$ cat config.mk
export PLATFORM = sky130hd
export DESIGN_NAME = partial_permutation_rank_unrank
export DESIGN_NICKNAME = d
export VERILOG_FILES = /design/src/pprr_pkg.sv /design/src/pprr_rank.sv /design/src/pprr_unrank.sv /design/src/partial_permutation_rank_unrank.sv
export SDC_FILE = /design/constraint.sdc
export NUM_CORES = 1
export LEC_CHECK = 0
export ABC_CLOCK_PERIOD_IN_PS = 18600
export BUFFER_PORTS_ARGS = -buffer_cell sky130_fd_sc_hd__buf_2
export CORE_MARGIN = 8
export CORE_UTILIZATION = 25
export DETAILED_ROUTE_END_ITERATION = 16
export GPL_ROUTABILITY_DRIVEN = 0
export HOLD_SLACK_MARGIN = 0.06
export PLACE_DENSITY_LB_ADDON = 0.2
export SLEW_MARGIN = 20
export SYNTH_ARGS = -nofsm -noshare
export SYNTH_HDL_FRONTEND = slang
export SYNTH_SLANG_ARGS = --single-unit
export TNS_END_PERCENT = 10
$ cat constraint.sdc
create_clock -name clk_i -period 18.6 [get_ports clk_i]
set_clock_uncertainty 0.1 [all_clocks]
set_input_delay 2.79 -clock clk_i [delete_from_list [all_inputs] [get_ports clk_i]]
set_output_delay 2.79 -clock clk_i [all_outputs]
set_load 0.02 [all_outputs]
$ cat src/pprr_pkg.sv
`timescale 1ns / 1ps

package pprr_pkg;

  localparam int unsigned NumPos   = 12;
  localparam int unsigned NumPiece = 6;

  // Number of valid codes: 665280 orderings times 64 orientation patterns.
  localparam logic [25:0] CodeLimit = 26'd42577920;

  // Mixed-radix weights of the six digits, digit 0 most significant.
  localparam logic [19:0] Weight [NumPiece] = '{
    20'd55440, 20'd5040, 20'd504, 20'd56, 20'd7, 20'd1
  };

  typedef enum logic {
    CMD_RANK   = 1'b0,
    CMD_UNRANK = 1'b1
  } cmd_e;

  typedef struct packed {
    logic        cmd;
    logic [3:0]  pos_0;
    logic [3:0]  pos_1;
    logic [3:0]  pos_2;
    logic [3:0]  pos_3;
    logic [3:0]  pos_4;
    logic [3:0]  pos_5;
    logic [5:0]  flip_bits;
    logic [25:0] code_in;
  } in_t;

  typedef struct packed {
    logic [25:0] code_out;
    logic [3:0]  pos_out_0;
    logic [3:0]  pos_out_1;
    logic [3:0]  pos_out_2;
    logic [3:0]  pos_out_3;
    logic [3:0]  pos_out_4;
    logic [3:0]  pos_out_5;
    logic [5:0]  flip_out;
    logic        bad_input;
  } out_t;

  // Result of the rank path once it is aligned with the unrank path.
  typedef struct packed {
    logic        bad;
    logic [25:0] code;
  } rank_res_t;

  // Result of the unrank path.
  typedef struct packed {
    logic            bad;
    logic [5:0]      flip;
    logic [5:0][3:0] pos;
  } unrank_res_t;

  // Quotient of r by w for quotients up to 11, by parallel compares against
  // the multiples of w; w is always a constant at the call site.
  function automatic logic [3:0] div_digit(input logic [19:0] r, input logic [19:0] w);
    logic [3:0] cnt;
    cnt = '0;
    for (int k = 1; k < NumPos; k++) begin
      if (r >= 20'(k) * w) begin
        cnt = cnt + 4'd1;
      end
    end
    return cnt;
  endfunction

  // Position of the d-th free slot in the taken mask, counting from zero.
  function automatic logic [3:0] sel_free(input logic [11:0] taken, input logic [3:0] d);
    logic [3:0] res;
    logic [3:0] cnt;
    res = '0;
    for (int k = 0; k < NumPos; k++) begin
      cnt = '0;
      for (int j = 0; j < k; j++) begin
        cnt = cnt + {3'b000, ~taken[j]};
      end
      if (!taken[k] && cnt == d) begin
        res = 4'(k);
      end
    end
    return res;
  endfunction

endpackage

$ cat src/pprr_rank.sv
`timescale 1ns / 1ps

module pprr_rank import pprr_pkg::*; (
  input  logic      clk_i,
  input  in_t       data_i,
  output rank_res_t res_o
);

  typedef struct packed {
    logic            bad;
    logic [5:0]      flip;
    logic [5:0][3:0] dig;
  } dig_t;

  typedef struct packed {
    logic        bad;
    logic [5:0]  flip;
    logic [19:0] sum_a;
    logic [19:0] sum_b;
    logic [19:0] sum_c;
  } part_t;

  localparam int unsigned DelayDepth = 5;

  dig_t            dig_d, dig_q;
  part_t           part_d, part_q;
  rank_res_t       code_d;
  rank_res_t       dly_q [DelayDepth];
  logic [5:0][3:0] p;
  logic [19:0]     total;

  // Digit i is the position minus the number of earlier positions below it.
  always_comb begin
    p = {data_i.pos_5, data_i.pos_4, data_i.pos_3,
         data_i.pos_2, data_i.pos_1, data_i.pos_0};
    dig_d.bad  = 1'b0;
    dig_d.flip = data_i.flip_bits;
    for (int i = 0; i < NumPiece; i++) begin
      dig_d.dig[i] = p[i];
      if (p[i] > 4'd11) begin
        dig_d.bad = 1'b1;
      end
      for (int j = 0; j < i; j++) begin
        if (p[j] == p[i]) begin
          dig_d.bad = 1'b1;
        end
        if (p[j] < p[i]) begin
          dig_d.dig[i] = dig_d.dig[i] - 4'd1;
        end
      end
    end
  end

  always_comb begin
    part_d.bad   = dig_q.bad;
    part_d.flip  = dig_q.flip;
    part_d.sum_a = 20'(dig_q.dig[0]) * Weight[0] + 20'(dig_q.dig[1]) * Weight[1];
    part_d.sum_b = 20'(dig_q.dig[2]) * Weight[2] + 20'(dig_q.dig[3]) * Weight[3];
    part_d.sum_c = 20'(dig_q.dig[4]) * Weight[4] + 20'(dig_q.dig[5]);
  end

  always_comb begin
    total      = part_q.sum_a + part_q.sum_b + part_q.sum_c;
    code_d.bad = part_q.bad;
    if (part_q.bad) begin
      code_d.code = '0;
    end else begin
      code_d.code = {total, part_q.flip};
    end
  end

  // The delay line lines the short rank path up with the unrank path.
  always_ff @(posedge clk_i) begin
    dig_q    <= dig_d;
    part_q   <= part_d;
    dly_q[0] <= code_d;
    for (int s = 1; s < DelayDepth; s++) begin
      dly_q[s] <= dly_q[s-1];
    end
  end

  assign res_o = dly_q[DelayDepth-1];

endmodule

$ cat src/pprr_unrank.sv
`timescale 1ns / 1ps

module pprr_unrank import pprr_pkg::*; (
  input  logic        clk_i,
  input  logic [25:0] code_i,
  output unrank_res_t res_o
);

  typedef struct packed {
    logic            bad;
    logic [5:0]      flip;
    logic [19:0]     rem;
    logic [5:0][3:0] dig;
    logic [5:0][3:0] pos;
    logic [11:0]     taken;
  } stage_t;

  localparam int unsigned NumStage = 7;

  stage_t stg_d [NumStage];
  stage_t stg_q [NumStage];

  // Stage 0 splits off the orientation bits and extracts digit 0. Stages 1 to 4
  // extract one digit each (stage 4 also leaves digit 5 as the remainder).
  // Stages 1 to 6 place one piece each, stage s placing piece s-1.
  always_comb begin
    stg_d[0].bad   = (code_i >= CodeLimit);
    stg_d[0].flip  = code_i[5:0];
    stg_d[0].dig   = '0;
    stg_d[0].pos   = '0;
    stg_d[0].taken = '0;
    stg_d[0].dig[0] = div_digit(code_i[25:6], Weight[0]);
    stg_d[0].rem    = code_i[25:6] - 20'(stg_d[0].dig[0]) * Weight[0];
    for (int s = 1; s < NumStage; s++) begin
      stg_d[s] = stg_q[s-1];
      if (s < NumPiece - 1) begin
        stg_d[s].dig[s] = div_digit(stg_q[s-1].rem, Weight[s]);
        stg_d[s].rem    = stg_q[s-1].rem - 20'(stg_d[s].dig[s]) * Weight[s];
        if (s == NumPiece - 2) begin
          stg_d[s].dig[NumPiece-1] = stg_d[s].rem[3:0];
        end
      end
      stg_d[s].pos[s-1] = sel_free(stg_q[s-1].taken, stg_q[s-1].dig[s-1]);
      stg_d[s].taken    = stg_q[s-1].taken | (12'd1 << stg_d[s].pos[s-1]);
    end
  end

  always_ff @(posedge clk_i) begin
    for (int s = 0; s < NumStage; s++) begin
      stg_q[s] <= stg_d[s];
    end
  end

  assign res_o.bad  = stg_q[NumStage-1].bad;
  assign res_o.flip = stg_q[NumStage-1].flip;
  assign res_o.pos  = stg_q[NumStage-1].pos;

endmodule

$ cat src/partial_permutation_rank_unrank.sv
`timescale 1ns / 1ps
// A beat accepted with start high shows its result with done_o high once it has
// passed the valid pipeline and the registered output stage.
// Throughput: one beat per cycle; busy stays low, set by the seven-stage
// digit and placement pipeline of the unrank path.
// Reset clears the valid pipeline and the output strobe; beats in flight are
// dropped. The receiver cannot stall, so no result is ever held back.
module partial_permutation_rank_unrank import pprr_pkg::*; (
  input  logic clk_i,
  input  logic rst_ni,
  input  logic start,
  output logic busy,
  input  in_t  data_i,
  output logic done_o,
  output out_t result_o
);

  localparam int unsigned Depth = 7;

  logic              accept;
  logic [Depth-1:0]  vld_d, vld_q;
  logic [Depth-1:0]  cmd_q;
  rank_res_t         rank_res;
  unrank_res_t       unrank_res;
  out_t              res_d, res_q;
  logic              done_q;

  assign busy   = 1'b0;
  assign accept = start & ~busy;
  assign vld_d  = {vld_q[Depth-2:0], accept};

  pprr_rank u_rank (
    .clk_i  (clk_i),
    .data_i (data_i),
    .res_o  (rank_res)
  );

  pprr_unrank u_unrank (
    .clk_i  (clk_i),
    .code_i (data_i.code_in),
    .res_o  (unrank_res)
  );

  always_comb begin
    res_d = '0;
    if (cmd_q[Depth-1] == CMD_UNRANK) begin
      res_d.bad_input = unrank_res.bad;
      if (!unrank_res.bad) begin
        res_d.pos_out_0 = unrank_res.pos[0];
        res_d.pos_out_1 = unrank_res.pos[1];
        res_d.pos_out_2 = unrank_res.pos[2];
        res_d.pos_out_3 = unrank_res.pos[3];
        res_d.pos_out_4 = unrank_res.pos[4];
        res_d.pos_out_5 = unrank_res.pos[5];
        res_d.flip_out  = unrank_res.flip;
      end
    end else begin
      res_d.bad_input = rank_res.bad;
      res_d.code_out  = rank_res.code;
    end
  end

  always_ff @(posedge clk_i or negedge rst_ni) begin
    if (!rst_ni) begin
      vld_q  <= '0;
      done_q <= 1'b0;
    end else begin
      vld_q  <= vld_d;
      done_q <= vld_q[Depth-1];
    end
  end

  always_ff @(posedge clk_i) begin
    cmd_q <= {cmd_q[Depth-2:0], data_i.cmd};
    res_q <= res_d;
  end

  assign done_o   = done_q;
  assign result_o = res_q;

  a_latency: assert property (@(posedge clk_i) disable iff (!rst_ni)
    start && !busy |-> ##8 done_o)
    else $error("accepted beat produced no result after eight cycles");

  a_bad_zero: assert property (@(posedge clk_i) disable iff (!rst_ni)
    done_o && result_o.bad_input |->
      result_o.code_out == '0 && result_o.flip_out == '0 &&
      result_o.pos_out_0 == '0 && result_o.pos_out_5 == '0)
    else $error("rejected beat carries nonzero result fields");

  a_code_range: assert property (@(posedge clk_i) disable iff (!rst_ni)
    done_o |-> result_o.code_out < CodeLimit)
    else $error("rank code beyond the last valid index");

  a_unrank_distinct: assert property (@(posedge clk_i) disable iff (!rst_ni)
    done_o && !result_o.bad_input && result_o.code_out == '0 &&
      result_o.pos_out_0 != result_o.pos_out_1 |->
      result_o.pos_out_0 <= 4'd11 && result_o.pos_out_5 <= 4'd11 &&
      result_o.pos_out_4 != result_o.pos_out_5)
    else $error("unrank produced an out-of-range or repeated position");

endmodule
### Yosys cells after proc, flatten, opt, wreduce, memory -nomap -nowiden

Memory sizes are Yosys's and may differ from the RTL's.
Cells that the tools add are included.

| word-level totals | value |
|---|---|
| register bits | 170 |
| memory bits (writable) | 744 |
| input bits | 60 |
| output and inout bits | 59 |
| logic and storage cells | 682 |
| memories | 2 |

Memory list:

| name | depth | width | rd ports | clocked after Yosys merged registers in | wr ports | line | RTL |
|---|---|---|---|---|---|---|---|
| u_unrank.stg_q | 7 | 87 | 7 | 0 | 7 | pprr_unrank.sv:21 | `stage_t stg_q [NumStage];` |
| u_rank.dly_q | 5 | 27 | 5 | 0 | 5 | pprr_rank.sv:28 | `rank_res_t dly_q [DelayDepth];` |

| operators by class | value |
|---|---|
| add/sub/neg operators | 135 |
| $mul | 10 |
| magnitude comparators | 77 |
| eq/ne operators | 81 |
| shift-type cells | 6 |
| muxes and demuxes | 139 |
| bitwise gates (word level) | 73 |
| reduce and logical (&&, ||, !) cells | 134 |

Operators with widths:

| cell | number |
|---|---|
| $mux W4 | 89 |
| $eq A4 B4 Y1 | 73 |
| $add A4 B1 Y4 | 54 |
| $add A4 B1 Y4 const B | 45 |
| $ge A20 B16 Y1 const B | 6 |
| $ge A20 B6 Y1 const B | 6 |
| $ge A20 B9 Y1 const B | 6 |
| $ge A20 B19 Y1 const B | 5 |
| $ge A20 B12 Y1 const B | 4 |
| $ge A20 B13 Y1 const B | 4 |
| $mux W3 | 24 |
| $or A12 B12 Y12 | 6 |
| $shl A1 B4 Y12 const A | 6 |
| $not A1 Y1 | 67 |
| $logic_and A1 B1 Y1 | 66 |
| $logic_not A1 Y1 | 66 |
| $ge A20 B10 Y1 const B | 3 |
| $ge A20 B15 Y1 const B | 3 |
| $ge A20 B7 Y1 const B | 3 |
| $lt A4 B4 Y1 | 15 |
| $sub A4 B1 Y4 const B | 15 |
| $add A20 B20 Y20 | 2 |
| $ge A20 B11 Y1 const B | 2 |
| $ge A20 B14 Y1 const B | 2 |
| 30 further kinds | 83 |

### Depth between registers and ports, before layout

An unclocked memory read counts as a cell.

| depth | value |
|---|---|
| depth after elaboration | 25 |
| mapped depth | 55 |
| gate-level depth less buffers | 54 |

### Cells and area by module

A second synthesis with hierarchy kept.

| second synthesis, totals | value |
|---|---|
| cell total of the unflattened synthesis | 3540 |
| area total of the unflattened synthesis | 34100.2 um^2 |

By module, submodules not included:

| module | times used | cells each | area an instance (um^2) |
|---|---|---|---|
| pprr_unrank | 1 | 2430 | 21607.0 |
| pprr_rank | 1 | 970 | 10490.1 |
| partial_permutation_rank_unrank | 1 | 140 | 2003.2 |

### Worst setup path before layout

No wires, ideal clock.

| timing path | value |
|---|---|
| path kind | input to register |
| start point | in data_i[12] (netlist name) |
| end point | mem u_unrank.stg_q[0][78] (netlist name) |
| setup time | 106 ps |
| arrival time | 11308 ps |
| data required time | 18394 ps |
| path slack | 7086 ps |
| stages on the path | 40 |
| cell sequence | clkbuf_1 -> o31ai_1 -> a21oi_1 -> o21ai_0 -> and3_1 -> ha_1 -> xor2_1 -> ha_1 -> a211o_1 -> ha_1 -> inv_1 -> a21boi_0 -> ha_1 -> a22o_1 -> ha_1 -> a22oi_1 -> nand2_1 -> ha_1 -> [4 not listed] -> ha_1 -> mux2_2 -> a21o_1 -> nor4b_1 -> xor2_1 -> xnor2_1 -> ha_1 -> fa_1 -> ha_1 -> a31o_2 -> a21o_1 -> a21oi_1 -> xor2_1 -> ha_1 -> nand2b_1 -> or3_1 -> o311a_1 -> o311ai_0 |

RTL lines:

| what | line | RTL |
|---|---|---|
| from (decl) | partial_permutation_rank_unrank.sv:13 | `input in_t data_i,` |
| to (decl) | pprr_unrank.sv:21 |  |

==> flow_metrics.env <==
export IMPL_syn_area_sq_um=33600
export IMPL_cp_common_cell="ha_1"
export IMPL_clk_latency_ps=660
export IMPL_mappedNetlistNets=4073
export IMPL_required_ps=19020
export IMPL_synth_warnings=0
export IMPL_hold_end="u_unrank.stg_q[4][85]"
export IMPL_reg2reg_setup_slack_ps=7430
export IMPL_syn_avg_cell_area_sq_um=9.50
export IMPL_via_per_inst=4.30
export IMPL_arrival_ps=12080
export IMPL_portBuffers=117
export IMPL_r2r_end="u_unrank.stg_q[2][74]"
export IMPL_synth_ff_latch_count=581
export IMPL_worstPathMaxFanout=13
export IMPL_critPathSlowestCell="xnor2_1"
export IMPL_ys_flop_type="dfxtp_1"
export IMPL_wirelength_um=73300
export IMPL_clockBufferDepth=3
export IMPL_hpwl_um=56800
export IMPL_relSlewSlack_pct=36.8
export IMPL_crit_type="input pin to register"
export IMPL_yosysMostFrequentCell="dfxtp_1"
export IMPL_grt_ovfl_total=0
export IMPL_drive_gt1_share_pct=8.57
export IMPL_startpoint_type="input pin"
export IMPL_end_kind="register"
export IMPL_cts_tree="yes"
export IMPL_numCtsBuffers=72
export IMPL_ys_seq_area_share_pct=34.8
export IMPL_netlist_area_leader_share_pct=34.2
export IMPL_die_y_um=382
export IMPL_max_cap_viol_count=0
export IMPL_routedWlPerCell_um=13.4
export IMPL_grt_pass1_wl_um=123000
export IMPL_hold_depth=0
export IMPL_synth_commonest_cells="573 x dfxtp_1, 417 x ha_1, 313 x inv_1, 268 x xnor2_1, 207 x nand2_1"
export IMPL_globalRouteTotalUtil_pct=9.98
export IMPL_io_pins=119
export IMPL_fill_cells=14000
export IMPL_fin_crit_sh_pct=62.7
export IMPL_cts_resized=0
export IMPL_drc_errors=0
export IMPL_yosysTopAreaCell="dfxtp_1"
export IMPL_antenna_found_initial=5
export IMPL_maxSlewViolCount=0
export IMPL_coreArea_sq_um=133000
export IMPL_clk_transition_reported_paths_ps=60
export IMPL_hold_violations=0
export IMPL_finalSetupTns_ps=0
export IMPL_setup_violations=0
export IMPL_syn_inst=3533
export IMPL_min_from="u_unrank.stg_q[3][85]"
export IMPL_worstMarginPinSlew_ps=924
export IMPL_dr_pass1_iters=5
export IMPL_holdBufCountCts=0
export IMPL_areaGrowthSynthToFinish_pct=15.4
export IMPL_grt_max_degree=31
export IMPL_synth_edf_count=0
export IMPL_first_iter_violations=932
export IMPL_outcome="finished, final reports clean"
export IMPL_nNetsFinal=4194
export IMPL_max_freq_mhz=85.7
export IMPL_die_w_um=382
export IMPL_r2r_cells=50
export IMPL_grt_pass1_vias=23900
export IMPL_root_buffer="clkbuf_16"
export IMPL_cts_htree_levels=3
export IMPL_post_cts_buffers=0
export IMPL_synth_cell_types=90
export IMPL_clkSinkCount=581
export IMPL_rsz0062_at_grt="false"
export IMPL_r2r_start="u_unrank.stg_q[1][76]"
export IMPL_detail_route_antenna_nets=0
export IMPL_fp_row_count=134
export IMPL_die_area_sq_um=146000
export IMPL_max_stage_delay_ps=540
export IMPL_vias=23600
export IMPL_start_util_pct=25.2
export IMPL_async_reset_ff_share_pct=1.38
export IMPL_hold_class="register to register"
export IMPL_period_minus_slack_ps=11670
export IMPL_synth_area_leaders="dfxtp_1 34%, ha_1 16%, xnor2_1 7.0%"
metrics by stage:
stage	worst slack (ps)	util [%]	hold slack, ps	cells	cell area (sq um)
floorplan	7090	-	210	3533	33600
global placement	6410	27.1	210	5348	36100
detailed placement	6270	27.1	212	5348	36100
CTS	6950	29.1	202	5480	38700
global route	6140	29.1	213	5481	38700
finish	6930	29.1	206	5481	38700
sequential cells by signal (all words and copies together) (netlist names):
| name | count |
|---|---|
| u_unrank.stg_q | 301 |
| u_rank.dly_q | 135 |
| result_o | 57 |
| u_rank.part_q | 41 |
| u_rank.dig_q | 31 |
| cmd_q | 7 |
| vld_q | 7 |
| done_o | 1 |
| u_rank.code_d | 1 |
critical path: cells and delay by family:
kind,cells,cell delay (ps)
buf+inv,3,340
compound gates,15,2810
xor+xnor,4,1000
fa+ha+maj,12,3990
simple gates,6,880
mux,1,260
worst max path at each step:
stage / from / end / slack, ps / cells after the start
after floorplan: data_i[12] / u_unrank.stg_q[0][78] / 7090 / 40
after global placement: data_i[12] / u_unrank.stg_q[0][78] / 6410 / 40
after CTS: data_i[13] / u_unrank.stg_q[0][78] / 6950 / 41
after detailed placement: data_i[13] / u_unrank.stg_q[0][78] / 6270 / 41
final: data_i[13] / u_unrank.stg_q[0][78] / 6930 / 41
after global routing: u_unrank.stg_q[1][76] / u_unrank.stg_q[2][78] / 6140 / 50
cell type report:
class                   instances  area [sq um]  share of cell area (%)
clock buffers                  87          1930                    4.98
flip-flops and latches        581         11700                    30.1
well taps                    1768          2210                    5.71
diodes                          1          2.50                 0.00646
clock inverters                45           687                    1.77
repair buffers                122           623                    1.61
multi-input cells            2560         20400                    52.7
inverters                     317          1190                    3.07
cell usage in the layout (no fill, tap or decap), types with 82 or more instances in the layout:
cell     count
a21oi_1    155
buf_2      117
dfxtp_1    573
ha_1       417
inv_1      313
nand2_1    207
nand3_1     82
nor2_1     163
nor2b_1     89
o21ai_0    144
xnor2_1    268
xor2_1     199
per-layer routing:
layer	part of all wire, %	wire [um]	GRT usage (%)
met3	3.5	2590	2.11
met2	46	33700	16.8
met5	0.029	21	0
met4	2.4	1730	3.19
met1	48	35300	12.7
kinds of logic after synthesis:
kind of cell / after synthesis / share of synthesized area, %
AO/OA/AOI/OAI: 612 / 11.8
buffers and inverters: 392 / 4.42
adder cells (fa/ha/maj): 480 / 19.3
multiplexers: 55 / 1.75
XOR/XNOR: 491 / 13.8
flip-flops: 581 / 34.8
other: 1 / 0.0112
AND/OR/NAND/NOR: 921 / 14.2
Power is not shown: default switching activity piles up to over one toggle a cycle in this logic, so the estimate is an artifact.
